==> src/rtl/rbd_pkg.sv <==
`timescale 1ns / 1ps
// Shared constants, types and slot helpers for the ring buffer deque.
// Used by the channel interfaces, the controller, the datapath and the top level.
package rbd_pkg;

    // Storage geometry
    localparam int DEPTH      = 16;
    localparam int DATA_WIDTH = 32;
    localparam int PTR_W      = $clog2(DEPTH);
    localparam int CNT_W      = $clog2(DEPTH + 1);

    // Fixed field widths
    localparam int ACT_W  = 3;
    localparam int POS_W  = 5;
    localparam int STAT_W = 2;

    typedef logic [PTR_W-1:0]      t_slot;
    typedef logic [CNT_W-1:0]      t_count;
    typedef logic [DATA_WIDTH-1:0] t_data;

    typedef enum logic [ACT_W-1:0] {
        ACT_PUSH_BACK  = 3'd0,
        ACT_PUSH_FRONT = 3'd1,
        ACT_POP_BACK   = 3'd2,
        ACT_POP_FRONT  = 3'd3,
        ACT_READ_IDX   = 3'd4,
        ACT_CLEAR      = 3'd5
    } t_action;

    typedef enum logic [STAT_W-1:0] {
        ST_OK    = 2'd0,
        ST_EMPTY = 2'd1,
        ST_FULL  = 2'd2,
        ST_RANGE = 2'd3
    } t_status;

    // Commands from the controller to the datapath
    typedef struct packed {
        logic exec;      // apply the accepted beat to the pointers and store
        logic cap_idx;   // capture the indexed read data
        logic load_out;  // load the result register
    } t_rbd_cmd;

    // Advance a slot by one, wrapping at the end of the ring
    function automatic t_slot slot_next(input t_slot s);
        t_slot r;
        if (s == t_slot'(DEPTH - 1)) begin
            r = '0;
        end else begin
            r = s + t_slot'(1);
        end
        return r;
    endfunction

    // Step a slot back by one, wrapping at the start of the ring
    function automatic t_slot slot_prev(input t_slot s);
        t_slot r;
        if (s == '0) begin
            r = t_slot'(DEPTH - 1);
        end else begin
            r = s - t_slot'(1);
        end
        return r;
    endfunction

    // Add an offset below DEPTH to a slot, modulo DEPTH
    function automatic t_slot slot_add(input t_slot s, input t_slot off);
        logic [PTR_W:0] sum;
        sum = {1'b0, s} + {1'b0, off};
        if (sum >= (PTR_W + 1)'(DEPTH)) begin
            sum = sum - (PTR_W + 1)'(DEPTH);
        end
        return sum[PTR_W-1:0];
    endfunction

endpackage

==> src/rtl/rbd_in_if.sv <==
`timescale 1ns / 1ps
// Request channel of the ring buffer deque: valid/ready plus one command beat.
// Depends on rbd_pkg for field widths.
interface rbd_in_if;
    import rbd_pkg::*;

    logic                    valid;
    logic                    ready;
    logic [ACT_W-1:0]        action;
    logic [DATA_WIDTH-1:0]   push_value;
    logic signed [POS_W-1:0] position;

    modport source (output valid, output action, output push_value, output position,
                    input ready);
    modport sink   (input valid, input action, input push_value, input position,
                    output ready);
endinterface

==> src/rtl/rbd_out_if.sv <==
`timescale 1ns / 1ps
// Result channel of the ring buffer deque: valid/ready plus one result beat.
// Depends on rbd_pkg for field widths.
interface rbd_out_if;
    import rbd_pkg::*;

    logic                  valid;
    logic                  ready;
    logic [STAT_W-1:0]     status;
    logic [DATA_WIDTH-1:0] read_value;
    logic [DATA_WIDTH-1:0] front_value;
    logic [DATA_WIDTH-1:0] back_value;
    logic [CNT_W-1:0]      occupancy;
    logic                  is_empty;

    modport source (output valid, output status, output read_value, output front_value,
                    output back_value, output occupancy, output is_empty, input ready);
    modport sink   (input valid, input status, input read_value, input front_value,
                    input back_value, input occupancy, input is_empty, output ready);
endinterface

==> src/rtl/rbd_ctrl.sv <==
`timescale 1ns / 1ps
// Sequencer of the ring buffer deque: input/output handshakes and datapath commands.
// Depends on rbd_pkg for the command struct.
module rbd_ctrl (
    input  logic              i_clk,
    input  logic              i_rst_n,
    input  logic              i_in_valid,
    output logic              o_in_ready,
    output logic              o_out_valid,
    input  logic              i_out_ready,
    output rbd_pkg::t_rbd_cmd o_cmd
);
    import rbd_pkg::*;

    typedef enum logic [2:0] {
        S_IDLE = 3'b001,
        S_READ = 3'b010,
        S_LOAD = 3'b100
    } t_state;

    t_state r_state, n_state;
    logic   r_out_valid, n_out_valid;
    logic   in_fire;
    logic   load;

    assign o_in_ready  = (r_state == S_IDLE);
    assign o_out_valid = r_out_valid;
    assign in_fire     = i_in_valid && o_in_ready;
    // Load the result register once it is free or being emptied this cycle
    assign load        = (r_state == S_LOAD) && (!r_out_valid || i_out_ready);

    assign o_cmd.exec     = in_fire;
    assign o_cmd.cap_idx  = (r_state == S_READ);
    assign o_cmd.load_out = load;

    // Next state: accept, wait for the indexed read, then load the result
    always_comb begin
        n_state = r_state;
        unique case (r_state)
            S_IDLE: begin
                if (in_fire) begin
                    n_state = S_READ;
                end
            end
            S_READ: begin
                n_state = S_LOAD;
            end
            S_LOAD: begin
                if (load) begin
                    n_state = S_IDLE;
                end
            end
            default: begin
                n_state = S_IDLE;
            end
        endcase
    end

    // Hold the result beat until taken
    always_comb begin
        n_out_valid = r_out_valid;
        if (r_out_valid && i_out_ready) begin
            n_out_valid = 1'b0;
        end
        if (load) begin
            n_out_valid = 1'b1;
        end
    end

    always_ff @(posedge i_clk) begin
        if (!i_rst_n) begin
            r_state     <= S_IDLE;
            r_out_valid <= 1'b0;
        end else begin
            r_state     <= n_state;
            r_out_valid <= n_out_valid;
        end
    end

endmodule

==> src/rtl/rbd_datapath.sv <==
`timescale 1ns / 1ps
// Datapath of the ring buffer deque: pointers, count, the two-read-port ring store
// and the result register. Depends on rbd_pkg; driven by rbd_ctrl commands.
module rbd_datapath (
    input  logic                             i_clk,
    input  logic                             i_rst_n,
    input  rbd_pkg::t_rbd_cmd                i_cmd,
    input  logic [rbd_pkg::ACT_W-1:0]        i_action,
    input  logic [rbd_pkg::DATA_WIDTH-1:0]   i_push_value,
    input  logic signed [rbd_pkg::POS_W-1:0] i_position,
    output logic [rbd_pkg::STAT_W-1:0]       o_status,
    output logic [rbd_pkg::DATA_WIDTH-1:0]   o_read_value,
    output logic [rbd_pkg::DATA_WIDTH-1:0]   o_front_value,
    output logic [rbd_pkg::DATA_WIDTH-1:0]   o_back_value,
    output logic [rbd_pkg::CNT_W-1:0]        o_occupancy,
    output logic                             o_is_empty
);
    import rbd_pkg::*;

    localparam int IDX_W = ((CNT_W > POS_W) ? CNT_W : POS_W) + 1;

    // Ring store, two registered read ports
    t_data mem [DEPTH];
    t_data r_rd_a, r_rd_b;
    t_slot rd_a_addr;

    // Control state
    t_slot  r_head, n_head;
    t_slot  r_tail, n_tail;
    t_count r_count, n_count;

    // Per-beat results awaiting the store reads
    t_status r_stat, n_stat;
    logic    r_is_read, n_is_read;
    t_data   r_idx_val;

    // Result register
    t_status r_o_status;
    t_data   r_o_read, r_o_front, r_o_back;
    t_count  r_o_count;

    logic    wr_en;
    t_slot   wr_addr;
    t_action act;

    logic signed [IDX_W-1:0] pos_x, cnt_x, pos_sum;
    logic                    pos_neg, idx_ok;
    t_slot                   idx_slot;

    assign act = t_action'(i_action);

    // Map a signed position onto a slot; negative counts back from the rear
    always_comb begin
        pos_x    = IDX_W'(i_position);
        cnt_x    = IDX_W'(r_count);
        pos_sum  = pos_x + cnt_x;
        pos_neg  = i_position[POS_W-1];
        idx_ok   = pos_neg ? !pos_sum[IDX_W-1] : (pos_x < cnt_x);
        idx_slot = slot_add(r_head, pos_neg ? pos_sum[PTR_W-1:0] : pos_x[PTR_W-1:0]);
    end

    // Decode the action into pointer, count and store updates
    always_comb begin
        n_head    = r_head;
        n_tail    = r_tail;
        n_count   = r_count;
        n_stat    = ST_OK;
        n_is_read = 1'b0;
        wr_en     = 1'b0;
        wr_addr   = '0;
        unique case (act)
            ACT_PUSH_BACK, ACT_PUSH_FRONT: begin
                if (r_count == t_count'(DEPTH)) begin
                    n_stat = ST_FULL;
                end else begin
                    wr_en   = 1'b1;
                    n_count = r_count + t_count'(1);
                    if (r_count == '0) begin
                        n_head  = '0;
                        n_tail  = '0;
                        wr_addr = '0;
                    end else if (act == ACT_PUSH_BACK) begin
                        n_tail  = slot_next(r_tail);
                        wr_addr = slot_next(r_tail);
                    end else begin
                        n_head  = slot_prev(r_head);
                        wr_addr = slot_prev(r_head);
                    end
                end
            end
            ACT_POP_BACK, ACT_POP_FRONT: begin
                if (r_count == '0) begin
                    n_stat = ST_EMPTY;
                end else if (r_count == t_count'(1)) begin
                    n_head  = '0;
                    n_tail  = '0;
                    n_count = '0;
                end else begin
                    n_count = r_count - t_count'(1);
                    if (act == ACT_POP_BACK) begin
                        n_tail = slot_prev(r_tail);
                    end else begin
                        n_head = slot_next(r_head);
                    end
                end
            end
            ACT_READ_IDX: begin
                if (r_count == '0) begin
                    n_stat = ST_EMPTY;
                end else if (!idx_ok) begin
                    n_stat = ST_RANGE;
                end else begin
                    n_is_read = 1'b1;
                end
            end
            ACT_CLEAR: begin
                n_head  = '0;
                n_tail  = '0;
                n_count = '0;
            end
            default: begin
            end
        endcase
    end

    // Port A serves the indexed read while executing, the front slot otherwise
    assign rd_a_addr = i_cmd.exec ? idx_slot : r_head;

    always_ff @(posedge i_clk) begin
        if (i_cmd.exec && wr_en) begin
            mem[wr_addr] <= i_push_value;
        end
        r_rd_a <= mem[rd_a_addr];
        r_rd_b <= mem[r_tail];
    end

    // Advance pointers and count
    always_ff @(posedge i_clk) begin
        if (!i_rst_n) begin
            r_head  <= '0;
            r_tail  <= '0;
            r_count <= '0;
        end else if (i_cmd.exec) begin
            r_head  <= n_head;
            r_tail  <= n_tail;
            r_count <= n_count;
        end
    end

    // Hold status and indexed data until the result is loaded
    always_ff @(posedge i_clk) begin
        if (i_cmd.exec) begin
            r_stat    <= n_stat;
            r_is_read <= n_is_read;
        end
        if (i_cmd.cap_idx) begin
            r_idx_val <= r_is_read ? r_rd_a : '0;
        end
    end

    // Load the result beat; front and back read as zero when empty
    always_ff @(posedge i_clk) begin
        if (i_cmd.load_out) begin
            r_o_status <= r_stat;
            r_o_read   <= r_idx_val;
            r_o_front  <= (r_count == '0) ? '0 : r_rd_a;
            r_o_back   <= (r_count == '0) ? '0 : r_rd_b;
            r_o_count  <= r_count;
        end
    end

    assign o_status      = r_o_status;
    assign o_read_value  = r_o_read;
    assign o_front_value = r_o_front;
    assign o_back_value  = r_o_back;
    assign o_occupancy   = r_o_count;
    assign o_is_empty    = (r_o_count == '0);

endmodule

==> src/rtl/ring_buffer_deque.sv <==
`timescale 1ns / 1ps
// Ring buffer deque: push/pop at either end, signed indexed read and clear over a
// fixed ring of DEPTH entries, one result beat per request beat. Each request passes
// three steps from acceptance to a loaded result (execute with the indexed read
// issued, capture the indexed data while reading the front and back slots, load the
// result), set by the registered read ports of the ring store; a request is accepted
// again in the cycle after the load, even while the previous result still waits to be
// taken. A push on a full ring returns a full status and changes nothing; popping or
// reading an empty deque returns an empty status; a position outside the stored span
// returns an out-of-range status. Front and back values read as zero when empty.
// Depends on rbd_pkg, rbd_in_if, rbd_out_if, rbd_ctrl and rbd_datapath.
module ring_buffer_deque (
    input  logic       i_clk,
    input  logic       i_rst_n,
    rbd_in_if.sink     i_in_ch,
    rbd_out_if.source  o_out_ch
);
    import rbd_pkg::*;

    t_rbd_cmd cmd;

    rbd_ctrl u_ctrl (
        .i_clk       (i_clk),
        .i_rst_n     (i_rst_n),
        .i_in_valid  (i_in_ch.valid),
        .o_in_ready  (i_in_ch.ready),
        .o_out_valid (o_out_ch.valid),
        .i_out_ready (o_out_ch.ready),
        .o_cmd       (cmd)
    );

    rbd_datapath u_datapath (
        .i_clk         (i_clk),
        .i_rst_n       (i_rst_n),
        .i_cmd         (cmd),
        .i_action      (i_in_ch.action),
        .i_push_value  (i_in_ch.push_value),
        .i_position    (i_in_ch.position),
        .o_status      (o_out_ch.status),
        .o_read_value  (o_out_ch.read_value),
        .o_front_value (o_out_ch.front_value),
        .o_back_value  (o_out_ch.back_value),
        .o_occupancy   (o_out_ch.occupancy),
        .o_is_empty    (o_out_ch.is_empty)
    );

endmodule
==> src/flat_wrapper.sv <==
// flat-port wrapper written by rule: the top's interface ports become plain ports
module ring_buffer_deque_flat import rbd_pkg::*;
  (i_clk, i_rst_n, i_in_ch_valid, i_in_ch_action, i_in_ch_push_value, i_in_ch_position, i_in_ch_ready, o_out_ch_valid, o_out_ch_status, o_out_ch_read_value, o_out_ch_front_value, o_out_ch_back_value, o_out_ch_occupancy, o_out_ch_is_empty, o_out_ch_ready);
  rbd_in_if i_in_ch_i ();
  rbd_out_if o_out_ch_i ();
  input  logic i_clk;
  input  logic i_rst_n;
  input wire logic [$bits(i_in_ch_i.valid)-1:0] i_in_ch_valid;
  input wire logic [$bits(i_in_ch_i.action)-1:0] i_in_ch_action;
  input wire logic [$bits(i_in_ch_i.push_value)-1:0] i_in_ch_push_value;
  input wire logic [$bits(i_in_ch_i.position)-1:0] i_in_ch_position;
  output wire logic [$bits(i_in_ch_i.ready)-1:0] i_in_ch_ready;
  output wire logic [$bits(o_out_ch_i.valid)-1:0] o_out_ch_valid;
  output wire logic [$bits(o_out_ch_i.status)-1:0] o_out_ch_status;
  output wire logic [$bits(o_out_ch_i.read_value)-1:0] o_out_ch_read_value;
  output wire logic [$bits(o_out_ch_i.front_value)-1:0] o_out_ch_front_value;
  output wire logic [$bits(o_out_ch_i.back_value)-1:0] o_out_ch_back_value;
  output wire logic [$bits(o_out_ch_i.occupancy)-1:0] o_out_ch_occupancy;
  output wire logic [$bits(o_out_ch_i.is_empty)-1:0] o_out_ch_is_empty;
  input wire logic [$bits(o_out_ch_i.ready)-1:0] o_out_ch_ready;
  assign i_in_ch_i.valid = i_in_ch_valid;
  assign i_in_ch_i.action = i_in_ch_action;
  assign i_in_ch_i.push_value = i_in_ch_push_value;
  assign i_in_ch_i.position = i_in_ch_position;
  assign i_in_ch_ready = i_in_ch_i.ready;
  assign o_out_ch_valid = o_out_ch_i.valid;
  assign o_out_ch_status = o_out_ch_i.status;
  assign o_out_ch_read_value = o_out_ch_i.read_value;
  assign o_out_ch_front_value = o_out_ch_i.front_value;
  assign o_out_ch_back_value = o_out_ch_i.back_value;
  assign o_out_ch_occupancy = o_out_ch_i.occupancy;
  assign o_out_ch_is_empty = o_out_ch_i.is_empty;
  assign o_out_ch_i.ready = o_out_ch_ready;
  ring_buffer_deque u_core (.i_clk(i_clk), .i_rst_n(i_rst_n), .i_in_ch(i_in_ch_i), .o_out_ch(o_out_ch_i));
endmodule
==> config.mk <==
export PLATFORM = sky130hd
export DESIGN_NAME = ring_buffer_deque_flat
export DESIGN_NICKNAME = d
export VERILOG_FILES = /design/src/rtl/rbd_pkg.sv /design/src/rtl/rbd_in_if.sv /design/src/rtl/rbd_out_if.sv /design/src/rtl/rbd_ctrl.sv /design/src/rtl/rbd_datapath.sv /design/src/rtl/ring_buffer_deque.sv /design/src/flat_wrapper.sv
export SDC_FILE = /design/constraint.sdc
export NUM_CORES = 1
export LEC_CHECK = 0
export BUFFER_PORTS_ARGS = -buffer_cell sky130_fd_sc_hd__buf_4
export CAP_MARGIN = 0
export CORE_ASPECT_RATIO = 2
export CORE_MARGIN = 2
export CORE_UTILIZATION = 35
export CTS_CLUSTER_DIAMETER = 80
export DETAILED_ROUTE_END_ITERATION = 6
export SYNTH_ARGS = -nofsm -noshare
export SYNTH_HDL_FRONTEND = slang
export SYNTH_SLANG_ARGS = --single-unit
==> constraint.sdc <==
create_clock -name i_clk -period 6.93 [get_ports i_clk]
set_input_delay 0 -clock i_clk [delete_from_list [all_inputs] [get_ports i_clk]]
set_output_delay 0 -clock i_clk [all_outputs]
set_load 0.01 [all_outputs]
Yosys cells after proc, flatten, opt, wreduce, memory -nomap -nowiden
Memories as Yosys holds them, arrays and structs flattened. A register that Yosys moved wholly into a read port is not among the register bits.
Index checks and enable logic that the tools add are counted.
{ "totals": {"input_bits": 44, "ram_bits": 512, "memories": 1, "output_inout_bits": 106, "ff_bits": 155} }
{ "classes": {"magnitude_cmp": 2, "add_sub_neg": 9, "reduce_logical": 21, "eq_ne": 20, "bitwise_logic": 1, "mux": 45} }
{ "mem_list": {"columns": ["memory", "depth", "width", "rd", "rd_ports_with_merged_regs", "wr", "line_no", "source"], "rows": [
  ["u_core.u_datapath.mem", 16, 32, 2, 2, 1, "rbd_datapath.sv:23", "t_data mem [DEPTH];"]
]} }
{ "ops": {"columns": ["op", "count"], "rows": [
  ["$mux W4", 23],
  ["$pmux W4 S3", 2],
  ["$mux W5", 3],
  ["$pmux W5 S3", 1],
  ["$ne A3 B3 Y1 const B", 4],
  ["$reduce_and A6 Y1", 2],
  ["$sub A4 B1 Y4 const B", 3],
  ["$logic_not A5 Y1", 2],
  ["$eq A3 B2 Y1 const B", 3],
  ["$eq A3 B3 Y1 const B", 3],
  ["$mux W1", 9],
  ["$pmux W3 S3", 1],
  ["$add A4 B1 Y4 const B", 2],
  ["$eq A4 B4 Y1 const B", 2],
  ["$logic_not A4 Y1", 2],
  ["$add A5 B6 Y6", 1],
  ["$eq A3 B1 Y1 const B", 2],
  ["$lt A5 B6 Y1", 1],
  ["$mux W2", 3],
  ["$mux W3", 2],
  ["$ne A2 B2 Y1 const B", 3],
  ["$pmux W2 S3", 1],
  ["$reduce_or A2 Y1", 3],
  ["$add A4 B4 Y5", 1],
  ["15 further kinds", 19]
]} }

Depth between registers and ports, before layout
Gate-level depths: netlist (run 1).
{ "logic_depth": {"word_depth": 6, "mapped_depth": 14} }

By module
Synthesis (run 1) repeated with hierarchy kept, for this count alone.
{ "unflattened": {"hier_cells": 1493, "area_unflattened_um2": 31052.3} }
{ "modules_own_cells": {"columns": ["module", "area_per_inst_um2", "cells_each", "instances", "seq_area_each_um2"], "rows": [
  ["rbd_datapath", 30838.3, 1471, 1, 21060.2],
  ["rbd_ctrl", 214.0, 22, 1, 80.1]
]} }

Worst setup path after synthesis (run 1)
Ideal clock, no wire load.
{ "synth_timing": {"kind": "reg-to-reg", "start": "register u_core.u_datapath.r_tail[1]", "end": "memory u_core.u_datapath.mem[2][0] in the netlist's numbering (enable)", "slack_ps": 3077, "path_stages_with_launch": 9, "setup_time_ps": 421, "synth_period_minus_slack_ps": 3853, "n_path_buf": 2, "arrival_ps": 3432, "cell_sequence": "dfxtp_1 > clkbuf_1 > clkbuf_1 > inv_1 > ha_1 > nor2_1 > a21oi_1 > or4b_2 > nor2_1"} }
{ "synth_between": {"elab_chain_cells": 6} }
{ "synth_rtl": {"columns": ["item", "line_no", "source"], "rows": [
  ["from (decl)", "rbd_datapath.sv:29", "t_slot r_tail, n_tail;"],
  ["from (signal assigned)", "rbd_datapath.sv:145", "r_tail <= n_tail;"],
  ["$add A4 B1 Y4 or $eq A4 B4 Y1 (tied branches)", "rbd_pkg.sv:50, rbd_pkg.sv:47", null],
  ["$mux W4 (*)", "rbd_pkg.sv:47", "if (s == t_slot'(DEPTH - 1)) begin"],
  ["$mux W4 (*)", "rbd_datapath.sv:82", "end else if (act == ACT_PUSH_BACK) begin"],
  ["$mux W4 (*)", "rbd_datapath.sv:78", "if (r_count == '0) begin"],
  ["$mux W4 (*)", "rbd_datapath.sv:73", "if (r_count == t_count'(DEPTH)) begin"],
  ["$mux W4 (*)", "rbd_datapath.sv:71", "unique case (act)"],
  ["to (decl)", "rbd_datapath.sv:23", null]
]} }
Mark *: on every way between the ends. The rest lies on a longest branch, timed or not.

Worst setup path in the final report (run 1)
{ "layout_timing": {"start": "register u_core.u_datapath.r_count[0]", "end": "register u_core.u_datapath.r_rd_a[30], read port of u_core.u_datapath.mem"} }
{ "layout_between": {"elab_chain_cells": 6} }
{ "layout_rtl": {"columns": ["item", "line_no", "source"], "rows": [
  ["from (decl)", "rbd_datapath.sv:30", "t_count r_count, n_count;"],
  ["from (signal assigned)", "rbd_datapath.sv:146", "r_count <= n_count;"],
  ["$add A5 B6 Y6 (*)", "rbd_datapath.sv:56", "pos_sum = pos_x + cnt_x;"],
  ["$mux W4 (*)", "rbd_datapath.sv:59", "idx_slot = slot_add(r_head, pos_neg ? pos_sum[PTR_W-1:0] : pos_x[PTR_W-1:0]);"],
  ["$add A4 B4 Y5 (*)", "rbd_pkg.sv:69", "sum = {1'b0, s} + {1'b0, off};"],
  ["$sub A4 B1 Y4 or $ge A5 B5 Y1 (tied branches)", "rbd_pkg.sv:71, rbd_pkg.sv:70", null],
  ["$mux W4 (*)", "rbd_pkg.sv:70", "if (sum >= (PTR_W + 1)'(DEPTH)) begin"],
  ["$mux W4 (*)", "rbd_datapath.sv:127", "assign rd_a_addr = i_cmd.exec ? idx_slot : r_head;"],
  ["to (decl)", "rbd_datapath.sv:24", "t_data r_rd_a, r_rd_b;"]
]} }
Marked as above.
A chain may end at the register's enable or synchronous reset.

==> results of run 1 <==
## state kept, by name (all words and copies together), names as in the netlist
register,flops
u_core.u_ctrl.o_out_valid,1
u_core.u_datapath.r_idx_val,32
u_core.u_datapath.mem,512
u_core.u_datapath.o_status,2
u_core.u_datapath.r_rd_a,32
u_core.u_datapath.o_read_value,32
u_core.u_ctrl.r_state,3
u_core.u_datapath.o_back_value,32
u_core.u_datapath.r_count,5
u_core.u_datapath.r_stat,2
u_core.u_datapath.o_occupancy,5
u_core.u_datapath.r_head,4
u_core.u_datapath.r_is_read,1
u_core.u_datapath.r_rd_b,32
u_core.u_datapath.r_tail,4
u_core.u_datapath.o_front_value,32
## where the power goes
group / switching [mW] / internal [mW]
Sequential: 0.122 / 4.93
Clock: 1.67 / 2.33
Combinational: 0.751 / 0.485
## cells in the final DEF, fill, tap and decap left out, types with 5 or more instances in the layout
master         netlist  layout
dfxtp_1             81      78
buf_4                1     186
and2_1             101     101
clkinv_1             0      10
inv_1               18      18
a221oi_1            65      65
bufinv_16            0       9
nor2_4               0      16
clkinvlp_4           0       5
clkbuf_16            0      75
nand3_1            103     103
a21oi_1            309     309
mux4_2             160     160
nand2_1            351     350
nor2_1              37      21
nor3_1               7       7
mux2i_1             37      37
ha_1                22      22
clkinv_2             0      16
clkbuf_1            79      10
dlygate4sd3_1        0      40
nor2b_1              8       8
o21ai_0             21      21
edfxtp_1           650     650
## final timing paths
path	start	end	slack, ps
setup reg to reg	u_core.u_datapath.r_count[0]	u_core.u_datapath.r_rd_a[30]	2600
setup / recovery	u_core.u_datapath.r_count[0]	u_core.u_datapath.r_rd_a[30]	2600
hold / removal	i_in_ch_position[3]	u_core.u_datapath.r_is_read	90
hold reg to reg	u_core.u_datapath.r_idx_val[23]	u_core.u_datapath.o_read_value[23]	420
## critical path, stage by stage, from the launching register on
cell	delay [ps]
dfxtp_1	420
ha_1	260
fa_1	380
xnor2_1	130
mux2_2	270
ha_1	310
xor2_1	330
o21a_2	760
buf_4	660
a21oi_1	120
a221oi_1	370
a21oi_1	60
## cell families after synthesis
group,Yosys count,synth area share
flip-flops,731,0.667
XOR/XNOR,6,0.00189
AND/OR/NAND/NOR,622,0.0888
adder cells (fa/ha/maj),24,0.00995
AO/OA/AOI/OAI,439,0.0812
multiplexers,201,0.127
buffers and inverters,176,0.0245
## area by class of cell
cell class	instances	area, um^2
tap	1185	1480
fill	8144	53000
multi-input combinational	1292	9960
timing repair buffer	229	1860
inverter	20	77.6
sequential	731	21100
clock inverter	46	478
antenna	2	5.00
clock buffer	86	1930
## routing by layer
| metal | wire [um] | up-vias | part of all wire | track usage |
|---|---|---|---|---|
| li1 | - | 8731 | - | - |
| met1 | 34200 | 10000 | 0.42 | 0.241 |
| met2 | 40000 | 970 | 0.49 | 0.287 |
| met3 | 6330 | 117 | 0.077 | 0.0249 |
| met4 | 1670 | 2 | 0.020 | 0.0508 |
| met5 | 7 | - | 0.000085 | 0 |
## repair_timing
action	in CTS	in global routing
hold endpoints to repair	535	0
setup endpoints to repair	0	0
hold buffers	40	0
==> results_dict.tcl, run 1 <==
set metrics [dict create \
    outcome "finished, final reports clean" \
    endpoint_kind "flop" \
    whs_ps 90.8 \
    stdcell_area_mm2 0.0369 \
    final_nets 2413 \
    ir_drop_v 0.000247 \
    synth_top_area_frac 0.616 \
    final_cell_count_no_fill 3591 \
    hold_class "input port to flop" \
    final_core_util 0.411 \
    fin_ws_ps 2600 \
    syn_area_per_cell_um2 14.4 \
    drc 0 \
    skew_ps 20.7 \
    synth_nets 2267 \
    antenna_found_initial 3 \
    p_leak_nw 12.3 \
    cp-start-kind "flop" \
    worstSkewPairLatency_ps 620 \
    std_cell_rows 156 \
    synth_ff_type "edfxtp_1" \
    grt_usage 0.175 \
    worstMarginPinSlew_ps 1070 \
    die_h_um 430 \
    cts_tree "yes" \
    setup-tns-final_ps 0 \
    dr.pass1.iters 7 \
    critPathKind "flop to flop" \
    ys_warn_count 0 \
    min_period_ps 4330 \
    gp_congestion 0.814 \
    synth_seq_area_share 0.667 \
    max_slew_margin 0.285 \
    cts_sinks 731 \
    async_reset_ff_frac 0 \
    post_cts_buffers 0 \
    synth_cell_type_count 60 \
    drt_iter0_markers 2122 \
    dp_slack_ps 2670 \
    synth_cells 2199 \
    cts.repair.resized 0 \
    synth-edff-count 650 \
    fin_crit_sh 0.624 \
    postRouteWirelength_um 82100 \
    crit_arrival_ps 4790 \
    drt.antenna.violating_nets 0 \
    worstRegToRegCells 11 \
    synth.area.top_cells "edfxtp_1, mux4_2, dfxtp_1" \
    port_buffers 149 \
    place_area_mm2 0.0341 \
    area_growth_pct 16.5 \
    grt.overflow.total 0 \
    io_pins 150 \
    cts.clk_slew.worst_paths_ps 60 \
    grt_start_max_net_pins 149 \
    syn_area_mm2 0.0317 \
    grt_pass1_vias 19500 \
    core_mm2 0.0900 \
    synth_commonest_cells "edfxtp_1, nand2_1, a21oi_1" \
    required_ps 7390 \
    ys_seq_elements 731 \
    hold_path_depth 5 \
    power_mw 10.3 \
    numCtsBuffers 71 \
    die_area_mm2 0.0931 \
    dp_cells 3417 \
    cts_max_path_buffers 3 \
    initial_core_util 0.352 \
    clock.fmax_mhz 231 \
    cts_htree_levels 3 \
    yosysTopAreaCell "edfxtp_1" \
    max_cap_viol_count 0 \
    die-width_um 217 \
    hold_viol 0 \
    p_per_area_mw_per_mm2 278 \
    wl_per_cell_um 22.9 \
    dr_total_vias 19900 \
    synthMostInstantiatedCell "edfxtp_1" \
    dp_hpwl_um 45300 \
    rsz0062_at_grt "no" \
    drive_gt1_frac 0.208 \
    finalSetupViolations 0 \
    root_buffer "clkbuf_16" \
    crit_path_max_fanout 39 \
    viasPerCell 5.53 \
    slew_viol_final 0 \
    grt_pass1_wl_um 124000 \
]
Power figures use the tool's default switching activity.
==> inputs of run 2 (changes only) <==
- clock period: 6.93 -> 4 ns (I/O delays scaled with it)
==> run 2 against run 1 <==
Effect of this change: sequential cell count unchanged; sequential share of layout area is 0.73 points lower; setup slack worse by 2000 ps; clock power up 75%; critical path depth increased by 1; final area increased by 1.3%; largest power group unchanged.
==> results_dict.tcl, run 2 (synthesis results as in run 1) <==
set metrics [dict create \
    stdcell_area_mm2 0.0374 \
    grt_start_max_net_pins 129 \
    required_ps 4480 \
    outcome "finished, final reports clean" \
    drt.antenna.violating_nets 0 \
    worstSetupStartpoint "u_core.u_datapath.r_count[0]" \
    fin_crit_sh 0.845 \
    max_slew_margin 0.292 \
    dp_hpwl_um 47800 \
    dr_total_vias 19600 \
    dp_slack_ps 637 \
    slew_viol_final 0 \
    port_buffers 149 \
    cts_max_path_buffers 3 \
    gp_congestion 0.794 \
    worstSkewPairLatency_ps 620 \
    critPathKind "flop to flop" \
    critPathSlowestCell "dfxtp_1" \
    rr_endpoint "u_core.u_datapath.r_rd_a[21]" \
    initial_core_util 0.352 \
    postRouteWirelength_um 81700 \
    setup-tns-final_ps 0 \
    crit_path_max_fanout 88 \
    hold_class "input port to flop" \
    root_buffer "clkbuf_16" \
    postCtsHoldBufs 41 \
    cts_sinks 731 \
    clock.fmax_mhz 296 \
    p_per_area_mw_per_mm2 479 \
    drive_gt1_frac 0.216 \
    grt_pass1_vias 19000 \
    area_growth_pct 18.0 \
    slowest_delay_ps 510 \
    grt.overflow.total 0 \
    finalSetupViolations 0 \
    worstMarginPinSlew_ps 1060 \
    core_mm2 0.0900 \
    wl_per_cell_um 22.6 \
    layout_commonest_cell "edfxtp_1" \
    ir_drop_v 0.000398 \
    fin_ws_ps 622 \
    worstRegToRegCells 12 \
    hold_viol 0 \
    place_area_mm2 0.0346 \
    die-width_um 217 \
    rr_startpoint "u_core.u_datapath.r_count[0]" \
    cts_htree_levels 3 \
    cp-start-kind "flop" \
    rsz0062_at_grt "no" \
    cts_tree "yes" \
    cts.repair.resized 0 \
    drt_iter0_markers 1898 \
    grt_usage 0.174 \
    largest_register "u_core.u_datapath.mem" \
    crit_path_end "u_core.u_datapath.r_rd_a[21]" \
    power_mw 17.9 \
    std_cell_rows 156 \
    max_cap_viol_count 0 \
    die_h_um 430 \
    io_pins 150 \
    numCtsBuffers 71 \
    layout_common_cells "edfxtp_1, nand2_1, a21oi_1" \
    post_cts_buffers 0 \
    cts.clk_slew.worst_paths_ps 70 \
    min_period_ps 3380 \
    grt_pass1_wl_um 122000 \
    reg2reg_slack_ps 620 \
    dr.pass1.iters 5 \
    endpoint_kind "flop" \
    skew_ps 24.6 \
    crit_chain "ha_1 > fa_1 > mux2_2 > inv_1 > fa_1 > nand2_1 > o21ai_4 > buf_12 > a21oi_1 > a21oi_1 > a221oi_1 > a21oi_1" \
    path_common_cell "a21oi_1" \
    drc 0 \
    final_nets 2437 \
    antenna_found_initial 3 \
    largest_register_ffs 512 \
    p_leak_nw 12.5 \
    viasPerCell 5.43 \
    crit_arrival_ps 3860 \
    die_area_mm2 0.0931 \
]
## run 2: cell count changes in the layout (fill, tap and decap cells not counted)
cell,change
clkbuf_8,+5
clkbuf_16,-2
diode_2,+2
clkinv_1,-4
buf_4,+2
clkinv_2,-3
dlygate4sd3_1,+1
clkinv_8,+2
clkinv_4,-2
inv_8,+1
buf_12,+21
inv_6,+1
## run 2: area by class of cell
| cell class | count | area (um^2) |
|---|---|---|
| diodes | 4 | 10.0 |
| clock buffers | 89 | 1950 |
| clock inverters | 41 | 483 |
| fillers | 8051 | 52600 |
| inverters | 20 | 77.6 |
| multi-input cells | 1292 | 9960 |
| flip-flops and latches | 731 | 21100 |
| well taps | 1185 | 1480 |
| repair buffers | 253 | 2300 |
## run 2: worst min path at each step
stage	start	end	slack, ps	depth (start not counted)
floorplan	i_in_ch_push_value[0]	u_core.u_datapath.mem[0][0]	100	0
global placement	i_rst_n	u_core.u_ctrl.r_state[0]	290	2
detailed placement	i_rst_n	u_core.u_ctrl.r_state[0]	300	2
CTS	i_in_ch_position[3]	u_core.u_datapath.r_stat[0]	50	6
global route	i_in_ch_position[3]	u_core.u_datapath.r_stat[0]	130	6
finish	i_in_ch_position[3]	u_core.u_datapath.r_stat[0]	80	6
## run 2: power breakdown
group	total [mW]	switching, mW	internal, mW
sequential	8.73	0.195	8.54
combinational	2.20	1.31	0.887
clock	7.00	2.93	4.07
total	17.9	4.43	13.5
## run 2: per-layer routing
layer,global-route usage,vias to the layer above,share of wire
met2,0.297,815,0.50
met4,0.0551,2,0.023
met5,0,-,0.00016
li1,-,8796,-
met1,0.227,9874,0.41
met3,0.0274,134,0.069
## run 2: stage by stage
stage | utilization | std cells | hold WS (ps)
finish | 0.416 | 3615 | 78.2
global route | 0.416 | 3612 | 132
CTS | 0.416 | 3611 | 50.2
detailed placement | 0.384 | 3440 | 297
global placement | 0.384 | 3440 | 289
floorplan | - | 2199 | 98.9
## run 2: critical path: cells and delay by family (launching register included)
family | cells | cell delay, ps
and+or+nand+nor | 1 | 110
AOI/OAI and AO/OA | 5 | 840
muxes | 1 | 290
DFF | 1 | 510
adders and majority gates | 3 | 1040
buffers and inverters | 2 | 320
==> inputs of run 3 (changes only) <==
- clock period: 4 -> 3.3 ns (I/O delays scaled with it)
==> run 3 against run 2 <==
Effect of this change: sequential power increased by 21%; maximum frequency rose by 7.8%; die area stayed put; clock power increased by 22%; first-iteration DRC count decreased by 17%; non-clock buffer count increased by 41; highest routed layer is now met4.
==> results_dict.tcl, run 3 (synthesis results as in run 1) <==
set metrics [dict create \
    layout_commonest_cell "edfxtp_1" \
    initial_core_util 0.352 \
    path_common_cell "a21oi_1" \
    grt_pass1_wl_um 123000 \
    root_buffer "clkbuf_16" \
    die_h_um 430 \
    core_mm2 0.0900 \
    fin_crit_sh 0.950 \
    drive_gt1_frac 0.229 \
    crit_arrival_ps 3630 \
    hold_class "input port to flop" \
    cts_htree_levels 3 \
    p_leak_nw 12.8 \
    max_slew_margin 0.326 \
    finalSetupViolations 0 \
    power_frac_clock 0.388 \
    cts.clk_slew.worst_paths_ps 70 \
    crit_buf_inv 4 \
    layout_common_cells "edfxtp_1, nand2_1, a21oi_1" \
    clock.fmax_mhz 319 \
    viasPerCell 5.47 \
    wl_per_cell_um 22.6 \
    cts_max_path_buffers 3 \
    final_nets 2475 \
    hold_viol 0 \
    port_buffers 149 \
    largest_register "u_core.u_datapath.mem" \
    slew_viol_final 0 \
    worstSkewPairLatency_ps 620 \
    stdcell_area_mm2 0.0381 \
    p_comb_frac 0.132 \
    power_frac_seq 0.480 \
    grt-busiest-layer "met2" \
    io_pins 150 \
    p_sw_frac 0.243 \
    gr-usage-met2 0.298 \
    slowest_delay_ps 420 \
    min_period_ps 3130 \
    dr.pass1.iters 5 \
    numCtsBuffers 68 \
    postRouteWirelength_um 82300 \
    required_ps 3800 \
    cts_tree "yes" \
    max_cap_viol_count 0 \
    die-width_um 217 \
    drt_iter0_markers 1584 \
    crit_path_max_fanout 18 \
    grt_start_max_net_pins 102 \
    grtUsageMet1 0.232 \
    dr_total_vias 19900 \
    drt.antenna.violating_nets 0 \
    p_per_area_mw_per_mm2 577 \
    grt_pass1_vias 19700 \
    rsz0062_at_grt "no" \
    std_cell_rows 156 \
    crit_chain "ha_1 > fa_1 > mux2_2 > inv_1 > fa_1 > nand2_1 > o21ai_4 > buf_12 > buf_4 > buf_12 > a21oi_1 > a21oi_1 > a221oi_1 > a21oi_1" \
    cts_sinks 731 \
    whs_ps 52.4 \
    worstMarginPinSlew_ps 1010 \
    antenna_found_initial 3 \
    die_area_mm2 0.0931 \
    diodes 0 \
    ir_drop_v 0.000513 \
    critPathKind "flop to flop" \
    setup-tns-final_ps 0 \
    outcome "finished, final reports clean" \
    endpoint_kind "flop" \
    area_growth_pct 20.2 \
    dp_hpwl_um 48300 \
    p_switching_mw 5.34 \
    place_area_mm2 0.0352 \
    cp-start-kind "flop" \
    intPower_mw 16.7 \
    skew_ps 23.1 \
    grt_usage 0.175 \
    gp_congestion 0.811 \
    critPathSlowestCell "fa_1" \
    drc 0 \
    grt.overflow.total 0 \
    largest_register_ffs 512 \
    gr-usage-met3 0.0234 \
    crit_family "adder cells" \
]
-- run 3: timing repair --
action | 4_1_cts | 5_1_grt
setup endpoints to repair | 0 | 26
endpoints found under the hold margin | 535 | 0
hold buffers | 40 | 0
setup buffers | 0 | 6
resized for setup | 0 | 5
-- run 3: through the flow --
stage	instances	util	total power [mW]	setup slack, ps
floorplan	2199	-	12.5	-380
global placement	3475	0.391	13.5	101
detailed placement	3475	0.391	13.6	107
CTS	3638	0.422	22.1	94.1
global route	3645	0.424	22.8	2.01
finish	3645	0.424	22.0	166
-- run 3: routing by layer --
metal,routed length (um),part of all wire,vias to the layer above
li1,-,-,8870
met1,33300,0.40,10100
met2,41100,0.50,844
met3,5530,0.067,166
met4,2380,0.029,0
met5,0,0,-
-- run 3: path summary, 6_finish.rpt --
path	to	from	depth (start not counted)	slack, ps
worst max register to register	u_core.u_datapath.r_rd_a[31]	u_core.u_datapath.r_count[0]	14	170
worst max-delay path	u_core.u_datapath.r_rd_a[31]	u_core.u_datapath.r_count[0]	14	170
worst min-delay path	u_core.u_datapath.r_is_read	i_in_ch_position[3]	5	50
worst min register to register	u_core.u_datapath.o_read_value[1]	u_core.u_datapath.r_idx_val[1]	0	420
-- run 3: worst register-to-register path: cells and delay by family (launching register included) --
kind	cells	cell delay [ps]
AOI/OAI and AO/OA	5	710
adders and majority gates	3	1040
buffers and inverters	4	560
DFF	1	310
muxes	1	290
and+or+nand+nor	1	110
-- run 3: power by group through the flow --
stage / clock [mW] / sequential (mW) / combinational [mW]
after floorplan: 0 / 10.6 / 1.87
after global routing: 9.06 / 10.6 / 3.18
after global placement: 0 / 10.8 / 2.77
after CTS: 8.72 / 10.6 / 2.85
final: 8.54 / 10.6 / 2.90
after detailed placement: 0 / 10.8 / 2.79
-- run 3: final cells by class --
cell class,instances,area [um^2]
clock buffer,83,1820
clock inverter,40,611
fill,8004,51900
inverter,20,77.6
multi-input combinational,1292,10000
sequential,731,21100
tap,1185,1480
timing repair buffer,294,2980
